### config.mk
export PLATFORM = sky130hd
export DESIGN_NAME = numeric_literal_classifier_flat
export DESIGN_NICKNAME = d
export VERILOG_FILES = /design/src/design/nlc_pkg.sv /design/src/design/nlc_if.sv /design/src/design/nlc_scan.sv /design/src/design/numeric_literal_classifier.sv /design/src/flat_wrapper.sv
export SDC_FILE = /design/constraint.sdc
export NUM_CORES = 1
export LEC_CHECK = 0
export BUFFER_PORTS_ARGS = -buffer_cell sky130_fd_sc_hd__buf_2
export CAP_MARGIN = 5
export CORE_MARGIN = 4
export CORE_UTILIZATION = 60
export CTS_CLUSTER_SIZE = 40
export DETAILED_ROUTE_END_ITERATION = 7
export GPL_ROUTABILITY_DRIVEN = 1
export PLACE_DENSITY = 0.89
export SLEW_MARGIN = 25
export SYNTH_ARGS = -nofsm -noshare
export SYNTH_HDL_FRONTEND = slang
export SYNTH_SLANG_ARGS = --single-unit
### constraint.sdc
create_clock -name clk -period 8.35 [get_ports clk]
set_input_delay 1.67 -clock clk [delete_from_list [all_inputs] [get_ports clk]]
set_output_delay 1.67 -clock clk [all_outputs]
set_load 0.005 [all_outputs]
### src/design/nlc_pkg.sv
package nlc_pkg;

    // default token length limit, sets the position saturation point
    localparam int NLC_MAX_TOKEN_LEN_DEF = 64;

    // field widths of the beats
    localparam int NLC_CH_W    = 8;
    localparam int NLC_RADIX_W = 2;
    localparam int NLC_OFS_W   = 2;
    localparam int NLC_ERR_W   = 3;
    localparam int NLC_POS_W   = 6;

    // largest position the counter can show
    localparam int NLC_POS_MAX = (1 << NLC_POS_W) - 1;

    // offset reported when a two-character prefix is skipped
    localparam logic [NLC_OFS_W-1:0] NLC_OFS_NONE   = 2'd0;
    localparam logic [NLC_OFS_W-1:0] NLC_OFS_PREFIX = 2'd2;

    // characters of interest
    localparam logic [NLC_CH_W-1:0] CH_ZERO  = 8'h30;
    localparam logic [NLC_CH_W-1:0] CH_ONE   = 8'h31;
    localparam logic [NLC_CH_W-1:0] CH_SEVEN = 8'h37;
    localparam logic [NLC_CH_W-1:0] CH_NINE  = 8'h39;
    localparam logic [NLC_CH_W-1:0] CH_LO_X  = 8'h78;
    localparam logic [NLC_CH_W-1:0] CH_UP_X  = 8'h58;
    localparam logic [NLC_CH_W-1:0] CH_LO_B  = 8'h62;
    localparam logic [NLC_CH_W-1:0] CH_UP_B  = 8'h42;
    localparam logic [NLC_CH_W-1:0] CH_LO_E  = 8'h65;
    localparam logic [NLC_CH_W-1:0] CH_UP_E  = 8'h45;
    localparam logic [NLC_CH_W-1:0] CH_LO_A  = 8'h61;
    localparam logic [NLC_CH_W-1:0] CH_LO_F  = 8'h66;
    localparam logic [NLC_CH_W-1:0] CH_LO_Z  = 8'h7a;
    localparam logic [NLC_CH_W-1:0] CH_UP_A  = 8'h41;
    localparam logic [NLC_CH_W-1:0] CH_UP_F  = 8'h46;
    localparam logic [NLC_CH_W-1:0] CH_UP_Z  = 8'h5a;
    localparam logic [NLC_CH_W-1:0] CH_DOT   = 8'h2e;
    localparam logic [NLC_CH_W-1:0] CH_PLUS  = 8'h2b;
    localparam logic [NLC_CH_W-1:0] CH_MINUS = 8'h2d;

    typedef enum logic [3:0] {
        PH_FIRST,
        PH_ZERO,
        PH_MAIN,
        PH_SIGNDIG,
        PH_FRAC,
        PH_EXPSTART,
        PH_EXPSIGN,
        PH_EXPDIG,
        PH_DONE
    } phase_t;

    typedef enum logic [NLC_RADIX_W-1:0] {
        RX_BIN,
        RX_OCT,
        RX_DEC,
        RX_HEX
    } radix_t;

    typedef enum logic [NLC_ERR_W-1:0] {
        ERR_NONE,
        ERR_BAD_BIN,
        ERR_BAD_OCT,
        ERR_BAD_DEC,
        ERR_EXP_EMPTY,
        ERR_FLOAT_SUFFIX,
        ERR_INT_SUFFIX
    } err_t;

    // token scan state
    typedef struct packed {
        phase_t                phase;
        radix_t                radix;
        logic                  is_float;
        logic                  force_fp;
        logic [NLC_POS_W-1:0]  position;
        logic [NLC_OFS_W-1:0]  offset;
        err_t                  err_code;
        logic [NLC_POS_W-1:0]  err_pos;
        logic [NLC_POS_W-1:0]  exp_pos;
    } scan_state_t;

    // classification of one finished token
    typedef struct packed {
        radix_t                radix;
        logic                  is_float;
        logic [NLC_OFS_W-1:0]  offset;
        err_t                  err_code;
        logic [NLC_POS_W-1:0]  err_pos;
    } result_t;

    localparam scan_state_t SCAN_RESET = '{
        phase:    PH_FIRST,
        radix:    RX_BIN,
        is_float: 1'b0,
        force_fp: 1'b0,
        position: '0,
        offset:   NLC_OFS_NONE,
        err_code: ERR_NONE,
        err_pos:  '0,
        exp_pos:  '0
    };

endpackage

### src/design/nlc_if.sv
// character beats into the classifier
interface nlc_in_if
    import nlc_pkg::*;
();
    logic                 valid;
    logic                 ready;
    logic [NLC_CH_W-1:0]  ch;
    logic                 is_last;
    logic                 fp_force;

    modport source (output valid, output ch, output is_last, output fp_force,
                    input ready);
    modport sink   (input valid, input ch, input is_last, input fp_force,
                    output ready);
endinterface

// result beats out of the classifier
interface nlc_out_if
    import nlc_pkg::*;
();
    logic                    valid;
    logic                    ready;
    logic [NLC_RADIX_W-1:0]  radix_code;
    logic                    float_flag;
    logic [NLC_OFS_W-1:0]    digits_offset;
    logic [NLC_ERR_W-1:0]    error_code;
    logic [NLC_POS_W-1:0]    error_pos;

    modport source (output valid, output radix_code, output float_flag,
                    output digits_offset, output error_code, output error_pos,
                    input ready);
    modport sink   (input valid, input radix_code, input float_flag,
                    input digits_offset, input error_code, input error_pos,
                    output ready);
endinterface

### src/design/nlc_scan.sv
// next scan state and token result for one character
module nlc_scan
    import nlc_pkg::*;
#(
    parameter int MAX_TOKEN_LEN = NLC_MAX_TOKEN_LEN_DEF
)
(
    input  scan_state_t          cur,
    input  logic [NLC_CH_W-1:0]  ch,
    input  logic                 is_last,
    input  logic                 fp_force,
    output scan_state_t          nxt,
    output result_t              res
);

    // position saturates at the smaller of the token limit minus one and the counter range
    localparam int POS_CAP_INT = ((MAX_TOKEN_LEN - 1) < NLC_POS_MAX) ?
                                 (MAX_TOKEN_LEN - 1) : NLC_POS_MAX;
    localparam logic [NLC_POS_W-1:0] POS_CAP = NLC_POS_W'(POS_CAP_INT);

    logic        c_dec;
    logic        c_hex;
    logic        c_alpha;
    logic        c_e;
    logic        c_sign;
    logic        c_dot;
    logic        c_digit;
    logic        do_scan;
    scan_state_t pre;
    scan_state_t post;

    // character classes
    always_comb
    begin
        c_dec   = (ch >= CH_ZERO) && (ch <= CH_NINE);
        c_hex   = c_dec || ((ch >= CH_LO_A) && (ch <= CH_LO_F))
                        || ((ch >= CH_UP_A) && (ch <= CH_UP_F));
        c_alpha = ((ch >= CH_LO_A) && (ch <= CH_LO_Z))
               || ((ch >= CH_UP_A) && (ch <= CH_UP_Z));
        c_e     = (ch == CH_LO_E) || (ch == CH_UP_E);
        c_sign  = (ch == CH_PLUS) || (ch == CH_MINUS);
        c_dot   = (ch == CH_DOT);
    end

    // prefix handling on the first two characters
    always_comb
    begin
        pre     = cur;
        do_scan = 1'b0;
        case (cur.phase)
            PH_FIRST:
            begin
                pre.force_fp = fp_force;
                pre.offset   = NLC_OFS_NONE;
                pre.is_float = fp_force;
                if (ch == CH_ZERO)
                begin
                    pre.radix = fp_force ? RX_DEC : RX_OCT;
                    pre.phase = PH_ZERO;
                end
                else
                begin
                    pre.radix = RX_DEC;
                    pre.phase = PH_MAIN;
                    do_scan   = 1'b1;
                end
            end
            PH_ZERO:
            begin
                pre.phase = PH_MAIN;
                if (cur.force_fp)
                begin
                    pre.radix    = RX_DEC;
                    pre.is_float = 1'b1;
                    if (c_alpha)
                        pre.offset = NLC_OFS_PREFIX;
                    else
                        do_scan = 1'b1;
                end
                else if ((ch == CH_LO_X) || (ch == CH_UP_X))
                begin
                    pre.radix  = RX_HEX;
                    pre.offset = NLC_OFS_PREFIX;
                end
                else if ((ch == CH_LO_B) || (ch == CH_UP_B))
                begin
                    pre.radix  = RX_BIN;
                    pre.offset = NLC_OFS_PREFIX;
                end
                else if (c_alpha)
                begin
                    pre.radix    = RX_DEC;
                    pre.is_float = 1'b1;
                    pre.offset   = NLC_OFS_PREFIX;
                end
                else
                begin
                    pre.radix = RX_OCT;
                    do_scan   = 1'b1;
                end
            end
            default:
            begin
                do_scan = 1'b1;
            end
        endcase
    end

    // digit valid for the chosen radix
    always_comb
    begin
        case (pre.radix)
            RX_BIN:  c_digit = (ch == CH_ZERO) || (ch == CH_ONE);
            RX_OCT:  c_digit = (ch >= CH_ZERO) && (ch <= CH_SEVEN);
            RX_DEC:  c_digit = c_dec;
            default: c_digit = c_hex;
        endcase
    end

    // digit, fraction and exponent checking
    always_comb
    begin
        post = pre;
        if (do_scan)
        begin
            case (pre.phase)
                PH_MAIN:
                begin
                    if (c_digit)
                    begin
                        post = pre;
                    end
                    else if (c_hex && (!pre.is_float || !c_e))
                    begin
                        post.phase   = PH_DONE;
                        post.err_pos = pre.position;
                        case (pre.radix)
                            RX_BIN:  post.err_code = ERR_BAD_BIN;
                            RX_OCT:  post.err_code = ERR_BAD_OCT;
                            default: post.err_code = ERR_BAD_DEC;
                        endcase
                    end
                    else if (!pre.is_float)
                    begin
                        post.phase    = PH_DONE;
                        post.err_code = ERR_INT_SUFFIX;
                        post.err_pos  = pre.position;
                    end
                    else if (c_sign)
                    begin
                        post.phase = PH_SIGNDIG;
                    end
                    else if (c_dot)
                    begin
                        post.phase = PH_FRAC;
                    end
                    else if (c_e)
                    begin
                        post.phase   = PH_EXPSTART;
                        post.exp_pos = pre.position;
                    end
                    else
                    begin
                        post.phase    = PH_DONE;
                        post.err_code = ERR_FLOAT_SUFFIX;
                        post.err_pos  = pre.position;
                    end
                end
                PH_SIGNDIG:
                begin
                    if (c_dec)
                    begin
                        post = pre;
                    end
                    else if (c_dot)
                    begin
                        post.phase = PH_FRAC;
                    end
                    else if (c_e)
                    begin
                        post.phase   = PH_EXPSTART;
                        post.exp_pos = pre.position;
                    end
                    else
                    begin
                        post.phase    = PH_DONE;
                        post.err_code = ERR_FLOAT_SUFFIX;
                        post.err_pos  = pre.position;
                    end
                end
                PH_FRAC:
                begin
                    if (c_dec)
                    begin
                        post = pre;
                    end
                    else if (c_e)
                    begin
                        post.phase   = PH_EXPSTART;
                        post.exp_pos = pre.position;
                    end
                    else
                    begin
                        post.phase    = PH_DONE;
                        post.err_code = ERR_FLOAT_SUFFIX;
                        post.err_pos  = pre.position;
                    end
                end
                PH_EXPSTART:
                begin
                    if (c_sign)
                    begin
                        post.phase = PH_EXPSIGN;
                    end
                    else if (c_dec)
                    begin
                        post.phase = PH_EXPDIG;
                    end
                    else
                    begin
                        post.phase    = PH_DONE;
                        post.err_code = ERR_EXP_EMPTY;
                        post.err_pos  = pre.exp_pos;
                    end
                end
                PH_EXPSIGN:
                begin
                    if (c_dec)
                    begin
                        post.phase = PH_EXPDIG;
                    end
                    else
                    begin
                        post.phase    = PH_DONE;
                        post.err_code = ERR_EXP_EMPTY;
                        post.err_pos  = pre.exp_pos;
                    end
                end
                PH_EXPDIG:
                begin
                    if (!c_dec)
                    begin
                        post.phase    = PH_DONE;
                        post.err_code = ERR_FLOAT_SUFFIX;
                        post.err_pos  = pre.position;
                    end
                end
                default:
                begin
                    post = pre;
                end
            endcase
        end
    end

    // end of token: close an open exponent, report and start over
    always_comb
    begin
        res.radix    = post.radix;
        res.is_float = post.is_float;
        res.offset   = post.offset;
        res.err_code = post.err_code;
        res.err_pos  = post.err_pos;
        if ((post.phase == PH_EXPSTART) || (post.phase == PH_EXPSIGN))
        begin
            res.err_code = ERR_EXP_EMPTY;
            res.err_pos  = post.exp_pos;
        end

        if (is_last)
        begin
            nxt = SCAN_RESET;
        end
        else
        begin
            nxt = post;
            if (post.position < POS_CAP)
                nxt.position = post.position + NLC_POS_W'(1);
        end
    end

endmodule

### src/design/numeric_literal_classifier.sv
// Numeric literal classifier: takes one character of a token per beat and,
// on the beat flagged is_last, gives one result beat holding the radix, the
// float flag, the digit offset after a skipped prefix and the first error
// with its position. A new character is accepted every cycle while the skid
// entry is empty. The result is registered in the output register when free,
// else in the skid entry. The only loop is the small scan state register,
// updated once per character. Output is a result register plus one skid
// entry; input flows while a result waits, stalling only when both are full.
module numeric_literal_classifier
    import nlc_pkg::*;
#(
    parameter int MAX_TOKEN_LEN = NLC_MAX_TOKEN_LEN_DEF
)
(
    input  logic       clk,
    input  logic       rst_n,
    nlc_in_if.sink     in_chan,
    nlc_out_if.source  out_chan
);

    scan_state_t state_reg;
    scan_state_t state_next;
    result_t     res_new;
    logic        in_fire;
    logic        res_fire;
    logic        out_fire;

    logic        out_valid_reg;
    logic        out_valid_next;
    result_t     out_data_reg;
    result_t     out_data_next;
    logic        skid_valid_reg;
    logic        skid_valid_next;
    result_t     skid_data_reg;
    result_t     skid_data_next;

    nlc_scan #(
        .MAX_TOKEN_LEN (MAX_TOKEN_LEN)
    ) u_scan (
        .cur         (state_reg),
        .ch          (in_chan.ch),
        .is_last     (in_chan.is_last),
        .fp_force    (in_chan.fp_force),
        .nxt         (state_next),
        .res         (res_new)
    );

    // handshakes
    assign in_chan.ready = !skid_valid_reg;
    assign in_fire       = in_chan.valid && in_chan.ready;
    assign res_fire      = in_fire && in_chan.is_last;
    assign out_fire      = out_valid_reg && out_chan.ready;

    // scan state advances on every accepted character beat
    always_ff @(posedge clk or negedge rst_n)
    begin
        if (!rst_n)
            state_reg <= SCAN_RESET;
        else if (in_fire)
            state_reg <= state_next;
    end

    // result register with one skid entry
    always_comb
    begin
        out_valid_next  = out_valid_reg;
        out_data_next   = out_data_reg;
        skid_valid_next = skid_valid_reg;
        skid_data_next  = skid_data_reg;
        if (!out_valid_reg || out_fire)
        begin
            if (skid_valid_reg)
            begin
                out_valid_next  = 1'b1;
                out_data_next   = skid_data_reg;
                skid_valid_next = 1'b0;
            end
            else
            begin
                out_valid_next = res_fire;
                out_data_next  = res_new;
            end
        end
        else if (res_fire)
        begin
            skid_valid_next = 1'b1;
            skid_data_next  = res_new;
        end
    end

    always_ff @(posedge clk or negedge rst_n)
    begin
        if (!rst_n)
        begin
            out_valid_reg  <= 1'b0;
            skid_valid_reg <= 1'b0;
        end
        else
        begin
            out_valid_reg  <= out_valid_next;
            skid_valid_reg <= skid_valid_next;
        end
    end

    // payload registers, no reset
    always_ff @(posedge clk)
    begin
        out_data_reg  <= out_data_next;
        skid_data_reg <= skid_data_next;
    end

    // result beat
    assign out_chan.valid         = out_valid_reg;
    assign out_chan.radix_code    = out_data_reg.radix;
    assign out_chan.float_flag    = out_data_reg.is_float;
    assign out_chan.digits_offset = out_data_reg.offset;
    assign out_chan.error_code    = out_data_reg.err_code;
    assign out_chan.error_pos     = out_data_reg.err_pos;

endmodule

### src/flat_wrapper.sv
// flat-port wrapper written by rule: the top's interface ports become plain ports
module numeric_literal_classifier_flat import nlc_pkg::*;
#(
    parameter int MAX_TOKEN_LEN = NLC_MAX_TOKEN_LEN_DEF
)
  (clk, rst_n, in_chan_valid, in_chan_ch, in_chan_is_last, in_chan_fp_force, in_chan_ready, out_chan_valid, out_chan_radix_code, out_chan_float_flag, out_chan_digits_offset, out_chan_error_code, out_chan_error_pos, out_chan_ready);
  nlc_in_if in_chan_i ();
  nlc_out_if out_chan_i ();
  input  logic clk;
  input  logic rst_n;
  input wire logic [$bits(in_chan_i.valid)-1:0] in_chan_valid;
  input wire logic [$bits(in_chan_i.ch)-1:0] in_chan_ch;
  input wire logic [$bits(in_chan_i.is_last)-1:0] in_chan_is_last;
  input wire logic [$bits(in_chan_i.fp_force)-1:0] in_chan_fp_force;
  output wire logic [$bits(in_chan_i.ready)-1:0] in_chan_ready;
  output wire logic [$bits(out_chan_i.valid)-1:0] out_chan_valid;
  output wire logic [$bits(out_chan_i.radix_code)-1:0] out_chan_radix_code;
  output wire logic [$bits(out_chan_i.float_flag)-1:0] out_chan_float_flag;
  output wire logic [$bits(out_chan_i.digits_offset)-1:0] out_chan_digits_offset;
  output wire logic [$bits(out_chan_i.error_code)-1:0] out_chan_error_code;
  output wire logic [$bits(out_chan_i.error_pos)-1:0] out_chan_error_pos;
  input wire logic [$bits(out_chan_i.ready)-1:0] out_chan_ready;
  assign in_chan_i.valid = in_chan_valid;
  assign in_chan_i.ch = in_chan_ch;
  assign in_chan_i.is_last = in_chan_is_last;
  assign in_chan_i.fp_force = in_chan_fp_force;
  assign in_chan_ready = in_chan_i.ready;
  assign out_chan_valid = out_chan_i.valid;
  assign out_chan_radix_code = out_chan_i.radix_code;
  assign out_chan_float_flag = out_chan_i.float_flag;
  assign out_chan_digits_offset = out_chan_i.digits_offset;
  assign out_chan_error_code = out_chan_i.error_code;
  assign out_chan_error_pos = out_chan_i.error_pos;
  assign out_chan_i.ready = out_chan_ready;
  numeric_literal_classifier #(.MAX_TOKEN_LEN(MAX_TOKEN_LEN)) u_core (.clk(clk), .rst_n(rst_n), .in_chan(in_chan_i), .out_chan(out_chan_i));
endmodule
==> impl_metrics.env, run 1 <==
export IMPL_core_um2=6310
export IMPL_drv_slew=0
export IMPL_slew_headroom=0.404
export IMPL_boundaryPins=30
export IMPL_path_cells="buf_2 > or3b_1 > nor4b_4 > a22oi_1 > a21oi_1 > a311oi_1 > nand3b_1 > mux2i_4 > mux2_2 > mux2_2"
export IMPL_place_area_um2=4040
export IMPL_postCtsSetupRepairBufs=0
export IMPL_via_count=3525
export IMPL_cts_htree_levels=3
export IMPL_criticalPathCategory="input pin to flip-flop"
export IMPL_design_area_um2=4220
export IMPL_cp_max_fo=10
export IMPL_synth_top_area_frac=0.216
export IMPL_rsz0062_at_grt="no"
export IMPL_worst_slew_pin_slew_ns=0.892
export IMPL_yosys_warnings=0
export IMPL_synth_ff_type="dfrtp_1"
export IMPL_syn_nets=425
export IMPL_fillers=476
export IMPL_fin_ws_ns=3.63
export IMPL_async_flop_share=0.541
export IMPL_synth_top_area_cell="edfxtp_1"
export IMPL_wire_per_inst_um=20.0
export IMPL_grt_overflow=0
export IMPL_dp_slack_ns=3.36
export IMPL_endpoint_kind="flip-flop"
export IMPL_avgViaCountPerCell=6.95
export IMPL_cts_buffer_depth=2
export IMPL_die_w_um=88.6
export IMPL_fmax_mhz=212
export IMPL_drt_iter0_drc=485
export IMPL_cts_buffers_inserted=9
export IMPL_grt_pass1_wl_um=16600
export IMPL_ys_seq_elements=61
export IMPL_grt_pass1_vias=3298
export IMPL_cts_num_sinks=61
export IMPL_synth_area_leaders="edfxtp_1 22%, dfrtp_1 21%, mux2_2 4.3%"
export IMPL_largest_reg_flops=31
export IMPL_post_synth_top_count_cell="nand2_1"
export IMPL_post_cts_resized=0
export IMPL_synthCells=410
export IMPL_clkSlewWorstSetupHoldPaths_ns=0.08
export IMPL_tritoncts="yes"
export IMPL_post_route_min_period_ns=4.72
export IMPL_netSwitchingFraction=0.362
export IMPL_synth_cell_types=71
export IMPL_final_net_count=440
export IMPL_cpMaxStageDelayCell="nor4b_4"
export IMPL_status="finished, final reports clean"
export IMPL_start_kind="input pin"
export IMPL_totalWireLength_um=10100
export IMPL_postRouteAntennaNets=0
export IMPL_leakage_uw=0.00167
export IMPL_cpMostUsedCell="mux2_2"
export IMPL_p_sw_uw=326
export IMPL_hold_class="flip-flop to flip-flop"
export IMPL_synth_area_per_cell_um2=9.51
export IMPL_grt_max_degree=34
export IMPL_slowest_delay_ns=0.63
export IMPL_start_util=0.617
export IMPL_die_h_um=88.6
export IMPL_drt_first_pass_iters=6
export IMPL_die_area_um2=7850
export IMPL_cp_data_arrival_time_ns=4.82
export IMPL_cts_root_buffer="clkbuf_8"
export IMPL_clkPwrFrac=0.258
export IMPL_grt_total_usage=0.275
export IMPL_synth_area_um2=3900
export IMPL_drive_gt1_frac=0.179
export IMPL_cap_violations=0
export IMPL_row_count=29
export IMPL_vdd_ir_drop_max_uv=165
export IMPL_seq_power_share=0.447
export IMPL_power_frac_comb=0.295
export IMPL_ys_seq_area_frac=0.428
export IMPL_power_internal_uw=575
export IMPL_setup_tns_final_ns=0
export IMPL_antenna_found_initial=0
export IMPL_dp_final_hpwl_um=7170
export IMPL_clk_latency_ns=0.34
export IMPL_power_density_nw_per_um2=214
export IMPL_gp_congestion=1.05
export IMPL_skew_ns=0.0145
export IMPL_io_buffers=29
export IMPL_antennaDiodeCount=0
export IMPL_synth_common_cells="45 x nand2_1, 33 x dfrtp_1, 33 x nor2_1"
export IMPL_synth_edf_count=28
export IMPL_finalHoldViolations=0
export IMPL_cts_hold_buf=0
export IMPL_fin_crit_sh=0.565
export IMPL_area_growth_pct=8.22
export IMPL_setup_viol=0
export IMPL_drc=0
export IMPL_required_ns=8.45
[path summary, 6_finish.rpt]
path	end	cells after the start	start	slack, ns
min in group asynchronous	u_core.state_reg[8]$_DFFE_PN0P_	1	rst_n	1.41
max reg2reg	u_core.out_chan.error_pos[0]$_DFFE_PN_	9	u_core.state_reg[27]$_DFFE_PN0P_	4.38
max in group asynchronous	u_core.out_chan.valid$_DFFE_PN0N_	1	rst_n	6.44
max	u_core.out_chan.error_pos[0]$_DFFE_PN_	10	in_chan_ch[6]	3.63
min reg2reg	u_core.state_reg[23]$_DFFE_PN0P_	2	u_core.state_reg[23]$_DFFE_PN0P_	0.51
min	u_core.state_reg[23]$_DFFE_PN0P_	2	u_core.state_reg[23]$_DFFE_PN0P_	0.51
[per-stage QoR]
stage	utilization	power, µW	cells	hold slack, ns
after floorplan	-	586	410	0.441
after global placement	0.640	654	491	0.460
after detailed placement	0.640	665	491	0.478
after CTS	0.667	895	507	0.504
after global routing	0.668	947	507	0.537
final	0.668	901	507	0.511
[layout make-up]
type                       instances  area, µm²  share of cell area
clock inverter                     7       50.0              0.0119
sequential                        61       1670               0.395
inverter                           9       33.8             0.00801
timing repair buffer              30        153              0.0362
multi-input combinational        314       2090               0.497
clock buffer                       9        124              0.0294
tap                               77       96.3              0.0228
[power groups by stage]
stage	sequential (µW)	clock, µW	combinational (µW)
after floorplan	386	0	200
after global placement	404	0	250
after detailed placement	406	0	259
after CTS	400	234	260
after global routing	407	248	292
final	402	233	266
[metal layers]
| metal | vias up | global-route usage | routed length (µm) |
|---|---|---|---|
| met5 | - | 0 | 0 |
| met4 | 0 | 0.107 | 227 |
| met3 | 31 | 0.0624 | 1070 |
| met2 | 255 | 0.419 | 4630 |
| met1 | 1636 | 0.382 | 4200 |
| li1 | 1603 | - | - |
[cells in the final DEF, fill, tap and decap left out, types with 3 or more instances in the layout]
master / count
a21o_1: 3
a21oi_1: 23
a221o_1: 7
a221oi_1: 3
a22o_1: 14
a22oi_1: 10
a31oi_1: 3
a32o_1: 6
and2_1: 5
and3_1: 4
buf_2: 29
clkbuf_8: 9
clkinv_2: 3
clkinv_4: 3
dfrtp_1: 33
edfxtp_1: 28
inv_1: 9
mux2_2: 15
nand2_1: 45
nand2b_1: 10
nand3_1: 15
nor2_1: 33
nor2b_1: 8
nor3_1: 7
nor4_1: 3
o211ai_1: 7
o21ai_0: 29
o31ai_1: 7
or3_1: 3
xnor2_1: 5
[worst max-delay path: cells and delay by family]
family / cells / cell delay [ns]
and+or+nand+nor: 3 / 1.31
AOI/OAI and AO/OA: 3 / 0.65
muxes: 3 / 1.07
buffers and inverters: 1 / 0.11
[logic make-up (layout without fill, tap and decap cells)]
group | Yosys count | count (layout) | share of synthesized area
and+or+nand+nor | 149 | 149 | 0.198
AOI/OAI and AO/OA | 138 | 138 | 0.259
DFF | 61 | 61 | 0.428
buffers and inverters | 35 | 55 | 0.0379
muxes | 19 | 19 | 0.0581
xor gates and xnor gates | 6 | 6 | 0.0135
adders and majority gates | 2 | 2 | 0.00578
Power figures use the tool's default switching activity.
==> run 2: changes to the inputs <==
--- a/config.mk
+++ b/config.mk
@@ -5,6 +5,7 @@
 export SDC_FILE = /design/constraint.sdc
 export NUM_CORES = 1
 export LEC_CHECK = 0
+export ABC_AREA = 1
 export BUFFER_PORTS_ARGS = -buffer_cell sky130_fd_sc_hd__buf_2
 export CAP_MARGIN = 5
 export CORE_MARGIN = 4
@@ -12,7 +13,7 @@
 export CTS_CLUSTER_SIZE = 40
 export DETAILED_ROUTE_END_ITERATION = 7
 export GPL_ROUTABILITY_DRIVEN = 1
-export PLACE_DENSITY = 0.89
+export PLACE_DENSITY = 0.88
 export SLEW_MARGIN = 25
 export SYNTH_ARGS = -nofsm -noshare
 export SYNTH_HDL_FRONTEND = slang
==> constraint.sdc (replaced) <==
create_clock -name clk -period 4.55 [get_ports clk]
set_input_delay 0.91 -clock clk [delete_from_list [all_inputs] [get_ports clk]]
set_output_delay 0.91 -clock clk [all_outputs]
set_load 0.005 [all_outputs]
==> impl_metrics.env, run 2 <==
export IMPL_cts_buffer_depth=2
export IMPL_ys_seq_area_frac=0.354
export IMPL_cap_violations=0
export IMPL_wire_per_inst_um=17.6
export IMPL_drt_iter0_drc=597
export IMPL_gp_congestion=1.04
export IMPL_grt_pass1_wl_um=23300
export IMPL_fmax_mhz=267
export IMPL_cpMaxStageDelayCell="nor2_1"
export IMPL_place_area_um2=4930
export IMPL_fin_crit_sh=0.825
export IMPL_dp_final_hpwl_um=10200
export IMPL_fillers=677
export IMPL_post_route_min_period_ns=3.75
export IMPL_die_w_um=96.6
export IMPL_hold_class="flip-flop to flip-flop"
export IMPL_crit_family="simple AND/OR/NAND/NOR gates"
export IMPL_cpMostUsedCell="inv_1"
export IMPL_cts_hold_buf=0
export IMPL_core_um2=7690
export IMPL_totalWireLength_um=14300
export IMPL_cp_data_arrival_time_ns=3.85
export IMPL_cts_htree_levels=3
export IMPL_synth_top_area_frac=0.178
export IMPL_grt_total_usage=0.306
export IMPL_status="finished, final reports clean"
export IMPL_die_h_um=96.6
export IMPL_die_area_um2=9330
export IMPL_endpoint_kind="flip-flop"
export IMPL_cts_buffers_inserted=9
export IMPL_grt_overflow=0
export IMPL_drv_slew=0
export IMPL_boundaryPins=30
export IMPL_path_cells="nor2_2 > inv_1 > nor2_1 > inv_1 > nand2_1 > inv_1 > nand3_2 > nand2_2 > inv_1 > o211ai_1 > inv_1 > nand2_2 > nand2_2 > nand2_4 > nand3_4 > nand2_2 > nand3_1 > nand2_1"
export IMPL_required_ns=4.65
export IMPL_antenna_found_initial=0
export IMPL_criticalPathCategory="flip-flop to flip-flop"
export IMPL_drive_gt1_frac=0.144
export IMPL_hold_slack_ns=0.513
export IMPL_tritoncts="yes"
export IMPL_syn_nets=698
export IMPL_setup_tns_final_ns=0
export IMPL_antennaDiodeCount=0
export IMPL_avgViaCountPerCell=6.20
export IMPL_synth_edf_count=28
export IMPL_async_flop_share=0.541
export IMPL_path_buf_inv=5
export IMPL_synthCells=683
export IMPL_ys_seq_elements=61
export IMPL_layout_common_cells="179 x nand2_1, 75 x inv_1, 66 x o21ai_0"
export IMPL_cp_max_fo=21
export IMPL_postCtsSetupRepairBufs=0
export IMPL_synth_cell_types=48
export IMPL_register_area_um2=1670
export IMPL_synth_area_leaders="edfxtp_1 18%, dfrtp_1 18%, nand2_1 14%"
export IMPL_finalHoldViolations=0
export IMPL_io_buffers=29
export IMPL_synth_area_per_cell_um2=6.90
export IMPL_row_count=32
export IMPL_rsz0062_at_grt="no"
export IMPL_synth_common_cells="179 x nand2_1, 75 x inv_1, 66 x o21ai_0"
export IMPL_skew_ns=0.0138
export IMPL_synth_area_um2=4710
export IMPL_synth_ff_type="dfrtp_1"
export IMPL_drt_first_pass_iters=6
export IMPL_slew_headroom=0.376
export IMPL_setup_viol=0
export IMPL_power_density_nw_per_um2=863
export IMPL_grt_pass1_vias=4828
export IMPL_area_growth_pct=8.95
export IMPL_start_util=0.613
export IMPL_clk_latency_ns=0.35
export IMPL_drc=0
export IMPL_synth_top_area_cell="edfxtp_1"
export IMPL_cts_num_sinks=61
export IMPL_largest_reg_flops=31
export IMPL_vdd_ir_drop_max_uv=385
export IMPL_post_cts_resized=0
export IMPL_postRouteAntennaNets=0
export IMPL_start_kind="flip-flop"
export IMPL_worst_slew_pin_slew_ns=0.932
export IMPL_grt_max_degree=34
export IMPL_final_net_count=720
export IMPL_via_count=5037
export IMPL_leakage_uw=0.00238
export IMPL_design_area_um2=5130
export IMPL_clkSlewWorstSetupHoldPaths_ns=0.07
export IMPL_yosys_warnings=0
export IMPL_multi_input_area_um2=2600
export IMPL_layout_commonest_cell="nand2_1"
export IMPL_cts_root_buffer="clkbuf_8"
export IMPL_post_synth_top_count_cell="nand2_1"
export IMPL_slowest_delay_ns=0.55
run 2: cell types whose count changed in the layout (fill, tap and decap cells not counted), moves of 8 or more:
cell	change
a22o_1	-14
inv_1	+66
inv_2	+8
mux2_2	-15
nand2_1	+134
nand2_2	+16
nand2b_1	-10
nand3_1	+34
nand4_1	+13
nor2_1	+14
nor2b_1	-8
o21ai_0	+37
o22ai_1	+27
run 2: final cells by class:
type	instances	share of cell area
multi-input combinational	509	0.507
sequential	61	0.325
inverter	87	0.0636
timing repair buffer	37	0.0400
clock buffer	12	0.0302
tap	102	0.0249
clock inverter	4	0.00926
run 2: cells by family after synthesis:
family | count (synthesis) | share of synthesized area
simple gates | 354 | 0.359
compound gates | 154 | 0.188
buf+inv | 113 | 0.0959
flops | 61 | 0.354
fa+ha+maj | 1 | 0.00266
run 2: path summary, 6_finish.rpt:
kind,start,end,slack (ns),depth (start not counted)
setup / recovery,u_core.state_reg[29]$_DFFE_PN0P_,u_core.out_chan.error_pos[4]$_DFFE_PN_,0.80,18
setup reg to reg,u_core.state_reg[29]$_DFFE_PN0P_,u_core.out_chan.error_pos[4]$_DFFE_PN_,0.80,18
max in group asynchronous,rst_n,u_core.state_reg[15]$_DFFE_PN0P_,3.37,1
min in group asynchronous,rst_n,u_core.state_reg[12]$_DFFE_PN0P_,0.65,1
hold reg to reg,u_core.state_reg[25]$_DFFE_PN0P_,u_core.state_reg[25]$_DFFE_PN0P_,0.51,2
hold / removal,u_core.state_reg[25]$_DFFE_PN0P_,u_core.state_reg[25]$_DFFE_PN0P_,0.51,2
run 2: per-layer routing:
| metal | up-vias | part of all wire | track usage | wire length [µm] |
|---|---|---|---|---|
| li1 | 2353 | - | - | - |
| met1 | 2266 | 0.39 | 0.385 | 5590 |
| met2 | 352 | 0.44 | 0.477 | 6230 |
| met3 | 66 | 0.13 | 0.107 | 1910 |
| met4 | 0 | 0.038 | 0.134 | 536 |
| met5 | - | 0 | 0 | 0 |
run 2: through the flow:
step / instances / setup slack, ns / util / total power (µW)
after global routing: 812 / 0.586 / 0.668 / 4770
after floorplan: 683 / 1.55 / - / 3130
final: 812 / 0.798 / 0.668 / 4430
after global placement: 796 / 0.821 / 0.640 / 3730
after detailed placement: 796 / 0.788 / 0.641 / 3820
after CTS: 812 / 0.958 / 0.668 / 4340
run 2: power by group:
group          total [µW]  switching, µW  internal [µW]
registers             956            101            855
clock network         506            225            281
logic                2970           2030            938
total                4430           2360           2070
run 2: worst reg2reg max path: stages, from the launching register on:
cell and delay [ns]:
dfrtp_1 0.47, nor2_2 0.20, inv_1 0.11, nor2_1 0.55, inv_1 0.46, nand2_1 0.15, inv_1 0.09, nand3_2 0.10
nand2_2 0.27, inv_1 0.24, o211ai_1 0.11, inv_1 0.08, nand2_2 0.09, nand2_2 0.11, nand2_4 0.10, nand3_4 0.17
nand2_2 0.08, nand3_1 0.08, nand2_1 0.07
